[src/goi_pkg.sv]
// Shared types and constants for the Geneve option inserter.
package goi_pkg;

   // Defaults for the top-level parameters
   localparam int MAX_FRAME_BYTES_DEF  = 16384;
   localparam int MAX_OPTION_BYTES_DEF = 252;

   // Queue depths
   localparam int CMD_DEPTH = 4;
   localparam int RSP_DEPTH = 2;

   // Configuration register indexes
   localparam logic CSR_INSERT_ENABLE  = 1'b0;
   localparam logic CSR_VPC_IDENTIFIER = 1'b1;

   // Header fields
   localparam logic [15:0] ETH_TYPE_IPV4 = 16'h0800;
   localparam logic [7:0]  IP_PROTO_UDP  = 8'd17;
   localparam logic [15:0] GNV_UDP_PORT  = 16'd6081;
   localparam logic [3:0]  IHL_MIN       = 4'd5;

   // Fixed byte offsets inside the frame
   localparam int POS_ETYPE_HI = 12;
   localparam int POS_ETYPE_LO = 13;
   localparam int POS_IP_VHL   = 14;
   localparam int POS_IP_PROTO = 23;
   localparam int ETH_HDR_BYTES = 14;
   localparam int UDP_DPORT_HI  = 2;
   localparam int UDP_DPORT_LO  = 3;
   localparam int GNV_OPTLEN    = 8;   // offset of option-length byte from UDP start
   localparam int GNV_OPT_START = 16;  // offset of first option byte from UDP start

   // Inserted option
   localparam logic [15:0] NEW_TLV_CLASS = 16'd1001;
   localparam logic [7:0]  NEW_TLV_KIND  = 8'd10;
   localparam logic [7:0]  OPT_LEN_WORDS = 8'd1;
   localparam int          OPT_BYTES     = 8;
   localparam logic [5:0]  OPT_LEN_INC   = 6'd2;

   // Beat counter in the back end: 0 is the frame byte, 1..8 the option
   localparam int BEAT_W = 4;

   // Word from the front end to the back end
   typedef struct packed {
      logic [7:0] byte_val;
      logic       last;
      logic       ins;       // append the 8-byte option after this byte
      logic       verdict;
      logic       inserted;
   } cmd_type;

   // Result word
   typedef struct packed {
      logic [7:0] out_byte;
      logic       out_last;
      logic       verdict;
      logic       was_inserted;
   } rsp_type;

endpackage

[src/goi_fifo.sv]
// Small register FIFO with show-ahead head word.
module goi_fifo #(
   parameter int WIDTH = 8,
   parameter int DEPTH = 4
) (
   input  logic             clock,
   input  logic             reset,
   input  logic             wr_en,
   input  logic [WIDTH-1:0] wr_data,
   input  logic             rd_en,
   output logic [WIDTH-1:0] rd_data,
   output logic             full,
   output logic             empty
);

   localparam int PTR_W = (DEPTH > 1) ? $clog2(DEPTH) : 1;
   localparam int CNT_W = PTR_W + 1;

   logic [WIDTH-1:0] mem_ff [DEPTH];
   logic [PTR_W-1:0] wr_ptr_ff, wr_ptr_in;
   logic [PTR_W-1:0] rd_ptr_ff, rd_ptr_in;
   logic [CNT_W-1:0] count_ff, count_in;
   logic             do_wr, do_rd;

   assign full    = (count_ff == CNT_W'(DEPTH));
   assign empty   = (count_ff == '0);
   assign rd_data = mem_ff[rd_ptr_ff];
   assign do_wr   = wr_en && !full;
   assign do_rd   = rd_en && !empty;

   // Pointer and fill-count update
   always_comb begin
      wr_ptr_in = wr_ptr_ff;
      rd_ptr_in = rd_ptr_ff;
      count_in  = count_ff;
      if (do_wr) begin
         wr_ptr_in = (wr_ptr_ff == PTR_W'(DEPTH - 1)) ? '0 : wr_ptr_ff + 1'b1;
      end
      if (do_rd) begin
         rd_ptr_in = (rd_ptr_ff == PTR_W'(DEPTH - 1)) ? '0 : rd_ptr_ff + 1'b1;
      end
      if (do_wr && !do_rd) begin
         count_in = count_ff + 1'b1;
      end else if (do_rd && !do_wr) begin
         count_in = count_ff - 1'b1;
      end
   end

   always_ff @(posedge clock) begin
      if (reset) begin
         wr_ptr_ff <= '0;
         rd_ptr_ff <= '0;
         count_ff  <= '0;
      end else begin
         wr_ptr_ff <= wr_ptr_in;
         rd_ptr_ff <= rd_ptr_in;
         count_ff  <= count_in;
      end
   end

   // Storage, no reset needed
   always_ff @(posedge clock) begin
      if (do_wr) begin
         mem_ff[wr_ptr_ff] <= wr_data;
      end
   end

endmodule

[src/goi_front.sv]
// Front end: parses the header bytes and classifies each frame byte.
module goi_front #(
   parameter int MAX_FRAME_BYTES  = goi_pkg::MAX_FRAME_BYTES_DEF,
   parameter int MAX_OPTION_BYTES = goi_pkg::MAX_OPTION_BYTES_DEF
) (
   input  logic             clock,
   input  logic             reset,
   input  logic             in_valid,
   input  logic [7:0]       in_byte,
   input  logic             in_last,
   input  logic             insert_enable,
   output goi_pkg::cmd_type cmd
);

   localparam int POS_W = $clog2(MAX_FRAME_BYTES);
   // Compare width covers both frame positions and header offsets (up to 342)
   localparam int CMP_W = (POS_W >= 10) ? POS_W + 1 : 11;

   typedef enum logic [2:0] {
      PH_ETH,
      PH_IP,
      PH_UDP,
      PH_GENEVE,
      PH_PASS,
      PH_MATCHED
   } phase_type;

   logic [POS_W-1:0] pos_ff, pos_in;
   phase_type        phase_ff, phase_in, phase_mid;
   logic [5:0]       ihl_bytes_ff, ihl_bytes_in;
   logic [7:0]       held_ff, held_in;
   logic [CMP_W-1:0] opt_end_ff, opt_end_in, opt_end_mid;
   logic             match_ff, match_in, match_mid;
   logic             pending_ff, pending_in, pending_mid;
   logic             done_ff, done_in;

   logic [CMP_W-1:0] pos_x;
   logic [CMP_W-1:0] udp_start;
   logic [8:0]       opt_grown;
   logic [7:0]       out_b;
   logic             fire;

   assign pos_x     = CMP_W'(pos_ff);
   assign udp_start = CMP_W'(goi_pkg::ETH_HDR_BYTES) + CMP_W'(ihl_bytes_ff);
   assign opt_grown = {1'b0, in_byte[5:0], 2'b00} + 9'(goi_pkg::OPT_BYTES);

   // Header parse for the current byte
   always_comb begin
      phase_mid    = phase_ff;
      ihl_bytes_in = ihl_bytes_ff;
      held_in      = held_ff;
      opt_end_mid  = opt_end_ff;
      match_mid    = match_ff;
      pending_mid  = pending_ff;
      out_b        = in_byte;
      case (phase_ff)
         PH_ETH: begin
            if (pos_x == CMP_W'(goi_pkg::POS_ETYPE_HI)) begin
               held_in = in_byte;
            end else if (pos_x == CMP_W'(goi_pkg::POS_ETYPE_LO)) begin
               phase_mid = ({held_ff, in_byte} == goi_pkg::ETH_TYPE_IPV4) ? PH_IP : PH_PASS;
            end
         end
         PH_IP: begin
            if (pos_x == CMP_W'(goi_pkg::POS_IP_VHL)) begin
               if (in_byte[3:0] < goi_pkg::IHL_MIN) begin
                  phase_mid = PH_PASS;
               end else begin
                  ihl_bytes_in = {in_byte[3:0], 2'b00};
               end
            end else if (pos_x == CMP_W'(goi_pkg::POS_IP_PROTO)) begin
               phase_mid = (in_byte == goi_pkg::IP_PROTO_UDP) ? PH_UDP : PH_PASS;
            end
         end
         PH_UDP: begin
            if (pos_x == udp_start + CMP_W'(goi_pkg::UDP_DPORT_HI)) begin
               held_in = in_byte;
            end else if (pos_x == udp_start + CMP_W'(goi_pkg::UDP_DPORT_LO)) begin
               phase_mid = ({held_ff, in_byte} == goi_pkg::GNV_UDP_PORT) ? PH_GENEVE : PH_PASS;
            end
         end
         PH_GENEVE: begin
            if (pos_x == udp_start + CMP_W'(goi_pkg::GNV_OPTLEN)) begin
               if (opt_grown > 9'(MAX_OPTION_BYTES)) begin
                  phase_mid = PH_PASS;
               end else begin
                  phase_mid   = PH_MATCHED;
                  match_mid   = 1'b1;
                  opt_end_mid = udp_start + CMP_W'(goi_pkg::GNV_OPT_START)
                              + CMP_W'({in_byte[5:0], 2'b00});
                  if (insert_enable) begin
                     pending_mid = 1'b1;
                     out_b       = {in_byte[7:6], in_byte[5:0] + goi_pkg::OPT_LEN_INC};
                  end
               end
            end
         end
         default: begin
         end
      endcase
   end

   // Option goes right after the last existing option byte
   assign fire = pending_mid && (pos_x + 1'b1 == opt_end_mid);

   // Classified word for the back end
   always_comb begin
      cmd.byte_val = out_b;
      cmd.last     = in_last;
      cmd.ins      = fire;
      cmd.verdict  = in_last && match_mid && !(pending_mid && !fire);
      cmd.inserted = in_last && (done_ff || fire);
   end

   // Next frame state
   always_comb begin
      pos_in     = pos_ff;
      phase_in   = phase_mid;
      opt_end_in = opt_end_mid;
      match_in   = match_mid;
      pending_in = pending_mid && !fire;
      done_in    = done_ff || fire;
      if (in_last) begin
         pos_in     = '0;
         phase_in   = PH_ETH;
         opt_end_in = '0;
         match_in   = 1'b0;
         pending_in = 1'b0;
         done_in    = 1'b0;
      end else if (pos_ff != POS_W'(MAX_FRAME_BYTES - 1)) begin
         pos_in = pos_ff + 1'b1;
      end else if (phase_mid == PH_ETH || phase_mid == PH_IP ||
                   phase_mid == PH_UDP || phase_mid == PH_GENEVE) begin
         // Overlong frame still in the headers
         phase_in = PH_PASS;
      end
   end

   always_ff @(posedge clock) begin
      if (reset) begin
         pos_ff       <= '0;
         phase_ff     <= PH_ETH;
         ihl_bytes_ff <= '0;
         held_ff      <= '0;
         opt_end_ff   <= '0;
         match_ff     <= 1'b0;
         pending_ff   <= 1'b0;
         done_ff      <= 1'b0;
      end else if (in_valid) begin
         pos_ff       <= pos_in;
         phase_ff     <= phase_in;
         ihl_bytes_ff <= in_last ? '0 : ihl_bytes_in;
         held_ff      <= in_last ? '0 : held_in;
         opt_end_ff   <= opt_end_in;
         match_ff     <= match_in;
         pending_ff   <= pending_in;
         done_ff      <= done_in;
      end
   end

endmodule

[src/goi_back.sv]
// Back end: emits each frame byte and, where marked, the 8-byte option.
module goi_back (
   input  logic             clock,
   input  logic             reset,
   input  logic             cmd_avail,
   input  goi_pkg::cmd_type cmd,
   output logic             cmd_take,
   input  logic             rsp_room,
   output logic             rsp_put,
   output goi_pkg::rsp_type rsp,
   input  logic [31:0]      vpc_identifier
);

   logic [goi_pkg::BEAT_W-1:0] beat_ff, beat_in;
   logic                       final_beat;
   logic [7:0]                 beat_byte;

   assign final_beat = !cmd.ins || (beat_ff == goi_pkg::BEAT_W'(goi_pkg::OPT_BYTES));
   assign rsp_put    = cmd_avail && rsp_room;
   assign cmd_take   = rsp_put && final_beat;

   // Byte for the current beat
   always_comb begin
      case (beat_ff)
         4'd0:    beat_byte = cmd.byte_val;
         4'd1:    beat_byte = goi_pkg::NEW_TLV_CLASS[15:8];
         4'd2:    beat_byte = goi_pkg::NEW_TLV_CLASS[7:0];
         4'd3:    beat_byte = goi_pkg::NEW_TLV_KIND;
         4'd4:    beat_byte = goi_pkg::OPT_LEN_WORDS;
         4'd5:    beat_byte = vpc_identifier[7:0];
         4'd6:    beat_byte = vpc_identifier[15:8];
         4'd7:    beat_byte = vpc_identifier[23:16];
         4'd8:    beat_byte = vpc_identifier[31:24];
         default: beat_byte = cmd.byte_val;
      endcase
   end

   // Status flags ride on the frame's final output byte only
   always_comb begin
      rsp.out_byte     = beat_byte;
      rsp.out_last     = cmd.last && final_beat;
      rsp.verdict      = cmd.verdict && final_beat;
      rsp.was_inserted = cmd.inserted && final_beat;
   end

   always_comb begin
      beat_in = beat_ff;
      if (rsp_put) begin
         beat_in = final_beat ? '0 : beat_ff + 1'b1;
      end
   end

   always_ff @(posedge clock) begin
      if (reset) begin
         beat_ff <= '0;
      end else begin
         beat_ff <= beat_in;
      end
   end

endmodule

[src/geneve_option_inserter.sv]
// Top level of the Geneve option inserter: CSRs, front end, queues, back end.
//
// Input is a byte queue: present req_data_byte/req_last_byte with push; a word
// is taken at a clock edge where push is high and full is low. Frames start at
// the Ethernet header. Output is a byte queue: while empty is low the oldest
// result word is on the rsp_ ports; pop takes it. verdict and was_inserted are
// meaningful on the word with rsp_out_last set and are 0 elsewhere.
// A taken byte passes through the command queue and then the result queue.
// Throughput: one byte per cycle in and out while no queue is full. For a
// frame that gets the option, the back end keeps the byte ahead of it at the
// head of the command queue while it emits that byte and the option bytes;
// the command queue can then fill, and full holds input off until it drains.
// When the receiver stops popping, the 2-entry result queue and then the
// command queue fill and full rises; nothing is dropped.
// The CSR port writes insert_enable (index 0) or vpc_identifier (index 1);
// write only while the block is idle.
// Reset (synchronous) empties both queues, clears the parser and the CSRs.
module geneve_option_inserter #(
   parameter int MAX_FRAME_BYTES  = goi_pkg::MAX_FRAME_BYTES_DEF,
   parameter int MAX_OPTION_BYTES = goi_pkg::MAX_OPTION_BYTES_DEF
) (
   input  logic        clock,
   input  logic        reset,
   // input byte queue
   input  logic        push,
   output logic        full,
   input  logic [7:0]  req_data_byte,
   input  logic        req_last_byte,
   // result byte queue
   output logic        empty,
   input  logic        pop,
   output logic [7:0]  rsp_out_byte,
   output logic        rsp_out_last,
   output logic        rsp_verdict,
   output logic        rsp_was_inserted,
   // configuration
   input  logic        csr_we,
   input  logic        csr_index,
   input  logic [31:0] csr_wdata
);

   logic             insert_enable_ff;
   logic [31:0]      vpc_identifier_ff;
   logic             accept;
   goi_pkg::cmd_type cmd_w, cmd_head;
   logic             cmd_full, cmd_empty, cmd_take;
   goi_pkg::rsp_type rsp_w, rsp_head;
   logic             rsp_full, rsp_put;

   // Configuration registers
   always_ff @(posedge clock) begin
      if (reset) begin
         insert_enable_ff  <= 1'b0;
         vpc_identifier_ff <= '0;
      end else if (csr_we) begin
         case (csr_index)
            goi_pkg::CSR_INSERT_ENABLE:  insert_enable_ff  <= csr_wdata[0];
            goi_pkg::CSR_VPC_IDENTIFIER: vpc_identifier_ff <= csr_wdata;
            default: begin
            end
         endcase
      end
   end

   assign full   = cmd_full;
   assign accept = push && !cmd_full;

   goi_front #(
      .MAX_FRAME_BYTES  (MAX_FRAME_BYTES),
      .MAX_OPTION_BYTES (MAX_OPTION_BYTES)
   ) u_front (
      .clock         (clock),
      .reset         (reset),
      .in_valid      (accept),
      .in_byte       (req_data_byte),
      .in_last       (req_last_byte),
      .insert_enable (insert_enable_ff),
      .cmd           (cmd_w)
   );

   // Queue between front and back end
   goi_fifo #(
      .WIDTH ($bits(goi_pkg::cmd_type)),
      .DEPTH (goi_pkg::CMD_DEPTH)
   ) u_cmd_q (
      .clock   (clock),
      .reset   (reset),
      .wr_en   (accept),
      .wr_data (cmd_w),
      .rd_en   (cmd_take),
      .rd_data (cmd_head),
      .full    (cmd_full),
      .empty   (cmd_empty)
   );

   goi_back u_back (
      .clock          (clock),
      .reset          (reset),
      .cmd_avail      (!cmd_empty),
      .cmd            (cmd_head),
      .cmd_take       (cmd_take),
      .rsp_room       (!rsp_full),
      .rsp_put        (rsp_put),
      .rsp            (rsp_w),
      .vpc_identifier (vpc_identifier_ff)
   );

   // Result queue
   goi_fifo #(
      .WIDTH ($bits(goi_pkg::rsp_type)),
      .DEPTH (goi_pkg::RSP_DEPTH)
   ) u_rsp_q (
      .clock   (clock),
      .reset   (reset),
      .wr_en   (rsp_put),
      .wr_data (rsp_w),
      .rd_en   (pop),
      .rd_data (rsp_head),
      .full    (rsp_full),
      .empty   (empty)
   );

   assign rsp_out_byte     = rsp_head.out_byte;
   assign rsp_out_last     = rsp_head.out_last;
   assign rsp_verdict      = rsp_head.verdict;
   assign rsp_was_inserted = rsp_head.was_inserted;

endmodule
[config.mk]
export PLATFORM = sky130hd
export DESIGN_NAME = geneve_option_inserter
export DESIGN_NICKNAME = d
export VERILOG_FILES = /design/src/goi_pkg.sv /design/src/goi_fifo.sv /design/src/goi_front.sv /design/src/goi_back.sv /design/src/geneve_option_inserter.sv
export SDC_FILE = /design/constraint.sdc
export NUM_CORES = 1
export LEC_CHECK = 0
export BUFFER_PORTS_ARGS = -buffer_cell sky130_fd_sc_hd__buf_2
export CELL_PAD_IN_SITES_DETAIL_PLACEMENT = 1
export CELL_PAD_IN_SITES_GLOBAL_PLACEMENT = 2
export CORE_AREA = 8 8 154 156
export CTS_CLUSTER_SIZE = 10
export DETAILED_ROUTE_END_ITERATION = 8
export DIE_AREA = 0 0 162 164
export GPL_ROUTABILITY_DRIVEN = 0
export GPL_TIMING_DRIVEN = 0
export HOLD_SLACK_MARGIN = 0.02
export PLACE_DENSITY_LB_ADDON = 0.1
export SETUP_SLACK_MARGIN = 0.05
export SYNTH_ARGS = -nofsm -noshare
export SYNTH_HDL_FRONTEND = slang
export SYNTH_SLANG_ARGS = --single-unit
export TNS_END_PERCENT = 50
[constraint.sdc]
create_clock -name clock -period 6.38 [get_ports clock]
set_input_delay 0 -clock clock [delete_from_list [all_inputs] [get_ports clock]]
set_output_delay 0 -clock clock [all_outputs]
set_load 0.02 [all_outputs]
After elaboration in Yosys (flattened, before gate mapping)
Memories as Yosys holds them, arrays and structs flattened. A register that Yosys moved wholly into a read port is not among the register bits. Index checks and enable logic that the tools add are counted.

Register bits after elaboration: 97. Bits in writable memories: 70. Input port bits: 47. Output and inout port bits: 13. Word-level logic and storage cells: 186. Memories kept: 2.

Memories: u_cmd_q.mem_ff (words 4, bits a word 12, rd ports 1, clocked after memory_dff 1, write ports 1, RTL line goi_fifo.sv:19) `logic [WIDTH-1:0] mem_ff [DEPTH];`; u_rsp_q.mem_ff (words 2, bits a word 11, rd ports 1, clocked after memory_dff 1, write ports 1, RTL line goi_fifo.sv:19).

Add/subtract/negate cells: 19. Order comparisons: 2. Eq/ne operators: 33. Mux-type cells: 62. Bitwise logic cells: 1. Reduce and logical (&&, ||, !) cells: 50.

Operators by type and width (count): one-hot mux 8 bit (8 select lines) (1); two-way mux 15 bit (4); two-way mux 3 bit (16); two-way mux 6 bit (8); equality test 14 x 15 -> 1 bit (3); equality test 14 x 4 -> 1 bit (second input constant) (3); adder 15 x 2 -> 15 bit (second input constant) (2); two-way mux 14 bit (2); two-way mux 8 bit (3); logical AND 1 bit (19); two-way mux 1 bit (19); equality test 16 x 12 -> 1 bit (second input constant) (1); equality test 16 x 13 -> 1 bit (second input constant) (1); equality test 4 x 3 -> 1 bit (second input constant) (4); one-hot mux 8 bit (2 select lines) (1); adder 14 x 1 -> 15 bit (second input constant) (1); adder 15 x 4 -> 15 bit (second input constant) (1); adder 15 x 5 -> 15 bit (second input constant) (1); adder 15 x 8 -> 15 bit (1); equality test 15 bit (1); adder 14 x 1 -> 14 bit (second input constant) (1); equality test 14 x 5 -> 1 bit (second input constant) (1); != test 14 bit (second input constant) (1); equality test 3 x 2 -> 1 bit (second input constant) (4); 32 further kinds (68).

Depth between registers and ports, before layout
Gate-level depths: netlist of run 1.

Depth after elaboration: 13. Mapped depth: 17. Depth with buffers taken out: 16.

Modules after synthesis
A second synthesis of run 1 with hierarchy kept.

Cells, all modules: 919. Area, all modules: 9445.3 um^2.

By module, submodules not included: goi_front (instances 1, cells an instance 494, area each 3881.2 um^2); goi_fifo at u_cmd_q (instances 1, cells an instance 112, area each 2218.4 um^2); geneve_option_inserter (instances 1, cells an instance 154, area each 1600.3 um^2); goi_fifo at u_rsp_q (instances 1, cells an instance 59, area each 1007.2 um^2); goi_back (instances 1, cells an instance 100, area each 738.2 um^2).

Worst setup path after synthesis of run 1
No wires, ideal clock.

Kind: register to register. From: reg u_front.ihl_bytes_ff[2]. To: mem u_cmd_q.mem_ff[0][0] in the netlist's numbering (data pin). Data arrival time: 3.575 ns. Data required time: 6.116 ns. Slack: 2.541 ns. Stages on the path, launching flop included: 18. Period minus slack after synthesis: 3.839 ns. Cells stage by stage: dfxtp_1 > buf_2 > inv_1 > ha_1 > xnor2_1 > inv_1 > ha_1 > inv_1 > ha_1 > a21o_1 > a21oi_1 > xor2_1 > xnor2_1 > a21oi_1 > o2111ai_1 > a311oi_2 > o2111a_1 > o21a_1.

RTL lines: from (decl) (RTL line goi_front.sv:30) `logic [5:0] ihl_bytes_ff, ihl_bytes_in;`; from (signal assigned) (RTL line goi_front.sv:152) `ihl_bytes_ff <= in_last ? '0 : ihl_bytes_in;`; to (decl) (RTL line goi_fifo.sv:19).

==> flow_summary.yaml, run 1 <==
setup_path:
  max_stage_delay_ns: 0.94
  criticalPathCategory: "register to register"
  crit_required_ns: 6.53
  cp.depth: 14
  crit_path_frequent_cell: "ha_1"
  timing.critical_path.from_type: "register"
  cp.arrival_ns: 5.49
  worstPathMaxFanout: 10
  r2r.worst_path.cells: 14
  crit_chain: "buf_2 > inv_1 > ha_1 > xnor2_1 > ha_1 > nand2b_1 > o31ai_1 > nand4_1 > nor4_2 > nand2_2 > o311ai_1 > and4_1 > o2111ai_1 > a21oi_1"
  cp_top_family: "simple AND/OR/NAND/NOR gates"
  critPathBufInv: 2
  critPathCaptureType: "register"
  cp_slowest_cell: "nor4_2"
die:
  die_area_sq_mm: 0.0266
  start_util_pct: 40.9
  dieHeight_um: 164
  core_area_sq_mm: 0.0214
  die_x_um: 162
  core.rowCount: 54
  io_pins: 60
sta:
  rsz0062_at_grt: "false"
  hold_viol: 0
  fin_crit_ns: 5.34
  slew-limit-headroom_pct: 17.7
  final.setup_skew_ns: 0.0149
  maxSlewViolCount: 0
  fin_tns_setup_ns: 0
  fin_crit_sh_pct: 83.7
  tightest_slew_ns: 1.22
  setup_violations: 0
  fmax_mhz: 187
detailed_routing:
  wirelength_um: 27100
  drtIter0Drc: 305
  firstDrtPassIters: 6
  drc: 0
  viasPerCell: 5.53
  wl_per_cell_um: 20.6
  via_count: 7268
  ant_nets: 0
layout:
  final_common_cell: "nand2_1"
  num-nets-final: 1100
  drive_gt1_share_pct: 13.3
  syn_to_final_growth_pct: 18.7
  final_cell_mix: "nand2_1, dfxtp_1, nor2_1, a21oi_1, edfxtp_1"
  fin_area_sq_mm: 0.0104
hold_path:
  hp-class: "primary input to register"
  whs_path_depth: 4
placement:
  dpl_cell_area_sq_mm: 0.00936
  hpwl_um: 19900
  numPortBuffers: 58
clock_network:
  cts_sinks: 168
  cts_buffers: 17
  root_buffer: "clkbuf_16"
  cts_tree: "done"
  cts_buffer_depth: 2
  clk_latency_ns: 0.43
  htreeDepth: 4
  clk_pin_slew_worst_paths_ns: 0.07
logic_synthesis:
  synth_edf_count: 70
  synth_cell_types: 75
  synth_nets: 981
  ys_async_sr_fraction_pct: 0
  ys_top_cells_by_area: "edfxtp_1, dfxtp_1, nand2_1"
  synth_top_area_cell: "edfxtp_1"
  synth_flop_cell: "dfxtp_1"
  yosysWarnings: 0
  avgSynthCellArea_sq_um: 9.67
  synth.top_cell.area_share_pct: 24.1
  synth_seq_cells: 168
  ys_seq_area_share_pct: 46.6
  synthCells: 902
  syn-cell-area_sq_mm: 0.00872
pwr:
  switching_share_pct: 32.5
  p_seq_share_pct: 43.1
  p_leak_nw: 3.73
  p_sw_mw: 1.02
  power_frac_comb_pct: 24.6
  intPower_mw: 2.12
  ir_drop_v: 0.000147
  power_density_mw_per_mm2: 303
  p_clk_share_pct: 32.3
global_routing:
  antenna_found_initial: 1
  overflow: 0
  grt_usage_pct: 20.7
  grt_pass1_vias: 7604
  grt_max_degree: 19
  grt_pass1_wl_um: 42800
status:
  status: "complete, no violations"
flow_run:
  maxCapViolations: 0
final timing paths:
check             slack, ns                   end                    start
hold reg to reg        0.46       u_front.done_ff          u_front.done_ff
setup reg to reg       1.04  u_cmd_q.mem_ff[1][1]  u_front.ihl_bytes_ff[2]
hold / removal         0.06     u_rsp_q.rd_ptr_ff                      pop
setup / recovery       1.04  u_cmd_q.mem_ff[1][1]  u_front.ihl_bytes_ff[2]
registers in the layout, indices dropped and copies added (netlist names), 3 cells and up, named ones only:
| signal | flops |
|---|---|
| u_cmd_q.mem_ff | 48 |
| vpc_identifier_ff | 32 |
| u_rsp_q.mem_ff | 22 |
| u_front.opt_end_ff | 15 |
| u_front.pos_ff | 14 |
| u_front.held_ff | 8 |
| u_back.beat_ff | 4 |
| u_front.ihl_bytes_ff | 4 |
| u_cmd_q.count_ff | 3 |
| u_front.phase_ff | 3 |
logic make-up after synthesis:
| group | count (synthesis) | share of synthesized area (%) |
|---|---|---|
| simple gates | 332 | 19.3 |
| mux | 27 | 4.99 |
| xor+xnor | 43 | 4.48 |
| compound gates | 206 | 15.6 |
| buf+inv | 94 | 4.27 |
| fa+ha+maj | 32 | 4.76 |
| flops | 168 | 46.6 |
per-layer routing:
metal,track usage [%],part of all wire [%],vias up
met1,25.2,45,3610
li1,-,-,3546
met4,5.60,1.7,0
met3,3.53,2.2,26
met2,37.0,52,86
met5,0,0,-
power by group through the flow:
stage | sequential [mW] | combinational (mW) | clock, mW
4_1_cts | 1.35 | 0.789 | 1.03
5_1_grt | 1.37 | 0.854 | 1.07
3_5_place_dp | 1.38 | 0.762 | 0
3_3_place_gp | 1.37 | 0.746 | 0
6_report | 1.35 | 0.773 | 1.01
2_1_floorplan | 1.35 | 0.529 | 0
through the flow:
stage,util [%],setup WS (ns),std cells,hold WS [ns],total power [mW]
after floorplan,-,2.54,902,0.0989,1.88
after global placement,43.9,1.09,1240,0.246,2.11
after detailed placement,43.9,1.08,1240,0.251,2.14
after CTS,48.5,1.01,1314,0.0674,3.18
after global routing,48.5,0.708,1315,0.0908,3.29
final,48.5,1.04,1315,0.0572,3.14
final cells by class:
| cell class | instances | area [sq um] |
|---|---|---|
| flip-flops and latches | 168 | 4060 |
| fillers | 2470 | 11000 |
| clock inverters | 15 | 145 |
| inverters | 35 | 131 |
| multi-input cells | 640 | 4290 |
| well taps | 280 | 350 |
| clock buffers | 17 | 425 |
| plain buffers | 59 | 241 |
| repair buffers | 100 | 711 |
| diodes | 1 | 2.50 |
cell usage after synthesis, types with 5 or more instances:
cell type	n
a211oi_1	6
a21oi_1	71
a22o_1	12
a22oi_1	18
a31oi_1	7
and2_1	12
and3_1	10
and4_1	5
buf_1	5
buf_2	7
clkbuf_1	45
dfxtp_1	98
edfxtp_1	70
ha_1	30
inv_1	34
mux2_2	12
mux4_2	12
nand2_1	103
nand2b_1	8
nand3_1	10
nand3b_1	6
nand4_1	19
nor2_1	77
nor2b_1	12
nor3_1	20
nor4_1	12
nor4b_1	5
o21a_1	8
o21ai_0	30
o22ai_1	5
o31ai_1	5
or3_1	8
or4_1	7
xnor2_1	29
xor2_1	13
tightest hold or removal path, stage by stage:
cell     delay [ns]
buf_2          0.09
o21ai_0        0.16
xor2_1         0.11
nor2_1         0.07
repair_timing:
item                                    4_1_cts  5_1_grt
hold buffers                                 42        0
endpoints found under the hold margin        54        0
endpoints found under the setup margin        0        0
setup buffers                                 0        0
resized for setup                             0        0
Note: power is estimated with default switching activity, not from simulation.
==> inputs of run 2 (changes only) <==
--- a/config.mk
+++ b/config.mk
@@ -8,10 +8,10 @@
 export BUFFER_PORTS_ARGS = -buffer_cell sky130_fd_sc_hd__buf_2
 export CELL_PAD_IN_SITES_DETAIL_PLACEMENT = 1
 export CELL_PAD_IN_SITES_GLOBAL_PLACEMENT = 2
-export CORE_AREA = 8 8 154 156
+export CORE_AREA = 8 8 167 169
 export CTS_CLUSTER_SIZE = 10
 export DETAILED_ROUTE_END_ITERATION = 8
-export DIE_AREA = 0 0 162 164
+export DIE_AREA = 0 0 175 177
 export GPL_ROUTABILITY_DRIVEN = 0
 export GPL_TIMING_DRIVEN = 0
 export HOLD_SLACK_MARGIN = 0.02
==> constraint.sdc (replaced) <==
create_clock -name clock -period 4.5 [get_ports clock]
set_input_delay 0 -clock clock [delete_from_list [all_inputs] [get_ports clock]]
set_output_delay 0 -clock clock [all_outputs]
set_load 0.02 [all_outputs]
==> run 2 against run 1 <==
Net effect: combinational power increased by 41%; worst hold slack got worse by 0.033 ns; first-iteration DRC count down 20%; core utilization is 6.9 points lower; sequential cell count did not move; non-clock buffer count increased by 5; sequential power is 41% higher; critical endpoint is now u_cmd_q.mem_ff[1][0]; highest routed layer unchanged.
==> flow_summary.yaml, run 2 (synthesized netlist as in run 1, its figures left out) <==
status:
  status: "complete, no violations"
clock_network:
  cts_sinks: 168
  cts_buffer_depth: 2
  cts_tree: "done"
  clk_pin_slew_worst_paths_ns: 0.08
  root_buffer: "clkbuf_16"
  clk_latency_ns: 0.44
  cts_buffers: 17
  htreeDepth: 4
global_routing:
  grt_pass1_wl_um: 43500
  grt_usage_pct: 18.0
  antenna_found_initial: 0
  grt_pass1_vias: 7595
  grt_max_degree: 20
  overflow: 0
layout:
  syn_to_final_growth_pct: 21.6
  largest_register: "u_cmd_q.mem_ff"
  drive_gt1_share_pct: 14.9
  largest_reg_flops: 48
  fin_cells: 1374
  num-nets-final: 1105
  final_common_cell: "nand2_1"
  final_cell_mix: "nand2_1, dfxtp_1, nor2_1, a21oi_1, edfxtp_1"
  diodes: 0
  reg_top3: "u_cmd_q.mem_ff (48), vpc_identifier_ff (32), u_rsp_q.mem_ff (22)"
detailed_routing:
  firstDrtPassIters: 4
  viasPerCell: 5.27
  wl_per_cell_um: 20.1
  via_count: 7239
  wirelength_um: 27700
  ant_nets: 0
  drtIter0Drc: 244
  drc: 0
setup_path:
  crit_chain: "clkbuf_4 > inv_1 > ha_4 > inv_1 > ha_4 > and3b_1 > a211oi_2 > nand4_1 > or4_1 > buf_2 > buf_2 > nor3_1 > a21oi_1 > o2111a_1 > o2111a_2 > o21a_2"
  critPathBufInv: 5
  cp.arrival_ns: 4.37
  crit_required_ns: 4.67
  max_stage_delay_ns: 0.45
  cp_slowest_cell: "or4_1"
  timing.critical_path.from_type: "register"
  criticalPathCategory: "register to register"
  critPathCaptureType: "register"
  cp_top_family: "compound AO/OA/AOI/OAI gates"
  worstPathMaxFanout: 10
sta:
  hold_viol: 0
  hold_ws_ns: 0.0246
  final.setup_skew_ns: 0.0164
  tightest_slew_ns: 1.14
  fin_crit_ns: 4.20
  fmax_mhz: 238
  maxSlewViolCount: 0
  setup_violations: 0
  rsz0062_at_grt: "false"
  slew-limit-headroom_pct: 23.2
  fin_tns_setup_ns: 0
  fin_crit_sh_pct: 93.4
pwr:
  power_density_mw_per_mm2: 429
  finalPower_mw: 4.55
  p_leak_nw: 3.81
  ir_drop_v: 0.000238
die:
  core_area_sq_mm: 0.0255
  io_pins: 60
  core.rowCount: 59
  dieHeight_um: 177
  die_area_sq_mm: 0.0310
  die_x_um: 175
  start_util_pct: 34.2
placement:
  numPortBuffers: 58
  place_inst: 1295
  hpwl_um: 20300
flow_run:
  maxCapViolations: 0
hold_path:
  hp-class: "primary input to register"
## run 2: final cells by class
type                            instances  area (sq um)
Fill cell                            2943         14900
Multi-Input combinational cell        640          4380
Sequential cell                       168          4060
Timing Repair Buffer                  105           743
Clock buffer                           17           425
Tap cell                              335           419
Buffer                                 59           244
Clock inverter                         15           196
Inverter                               35           131
## run 2: path summary, 6_finish.rpt
path,slack [ns],to,start,cells past startpoint
min,0.02,vpc_identifier_ff[22],csr_index,4
min reg2reg,0.46,vpc_identifier_ff[9],vpc_identifier_ff[9],2
max reg2reg,0.30,u_cmd_q.mem_ff[1][0],u_front.ihl_bytes_ff[2],16
max,0.30,u_cmd_q.mem_ff[1][0],u_front.ihl_bytes_ff[2],16
## run 2: layer usage
layer  global-route usage (%)  vias to the layer above  share of wire, %
met5                        0                        -                 0
met3                     2.52                       21               2.2
li1                         -                     3545                 -
met4                     4.45                        0               1.2
met2                     32.6                       75                52
met1                     22.1                     3598                45
## run 2: worst reg2reg max path: stages (launching register included)
cell      delay, ns
dfxtp_1        0.35
clkbuf_4       0.22
inv_1          0.15
ha_4           0.35
inv_1          0.10
ha_4           0.21
and3b_1        0.17
a211oi_2       0.22
nand4_1        0.18
or4_1          0.45
buf_2          0.22
buf_2          0.22
nor3_1         0.18
a21oi_1        0.06
o2111a_1       0.28
o2111a_2       0.32
o21a_2         0.26
## run 2: power breakdown
group | switching (mW) | internal (mW) | leakage (nW)
combinational | 0.656 | 0.438 | 2.06
clock | 0.743 | 0.809 | 0.301
sequential | 0.0817 | 1.83 | 1.45
## run 2: timing repair
action / in CTS / in global routing
hold endpoints to repair: 54 / 0
pin swaps: 5 / 1
endpoints found under the setup margin: 32 / 13
hold buffers: 40 / 0
resized for setup: 11 / 7
buffers inserted: 7 / 0
gates cloned: 0 / 0
## run 2: metrics by stage
stage	setup WS (ns)	area, sq um	util, %
3_5_place_dp	-0.874	9430	37.0
6_report	0.295	10600	41.6
4_1_cts	0.0508	10600	41.5
2_1_floorplan	0.661	8720	-
5_1_grt	0.0674	10600	41.6
3_3_place_gp	-0.868	9430	37.0
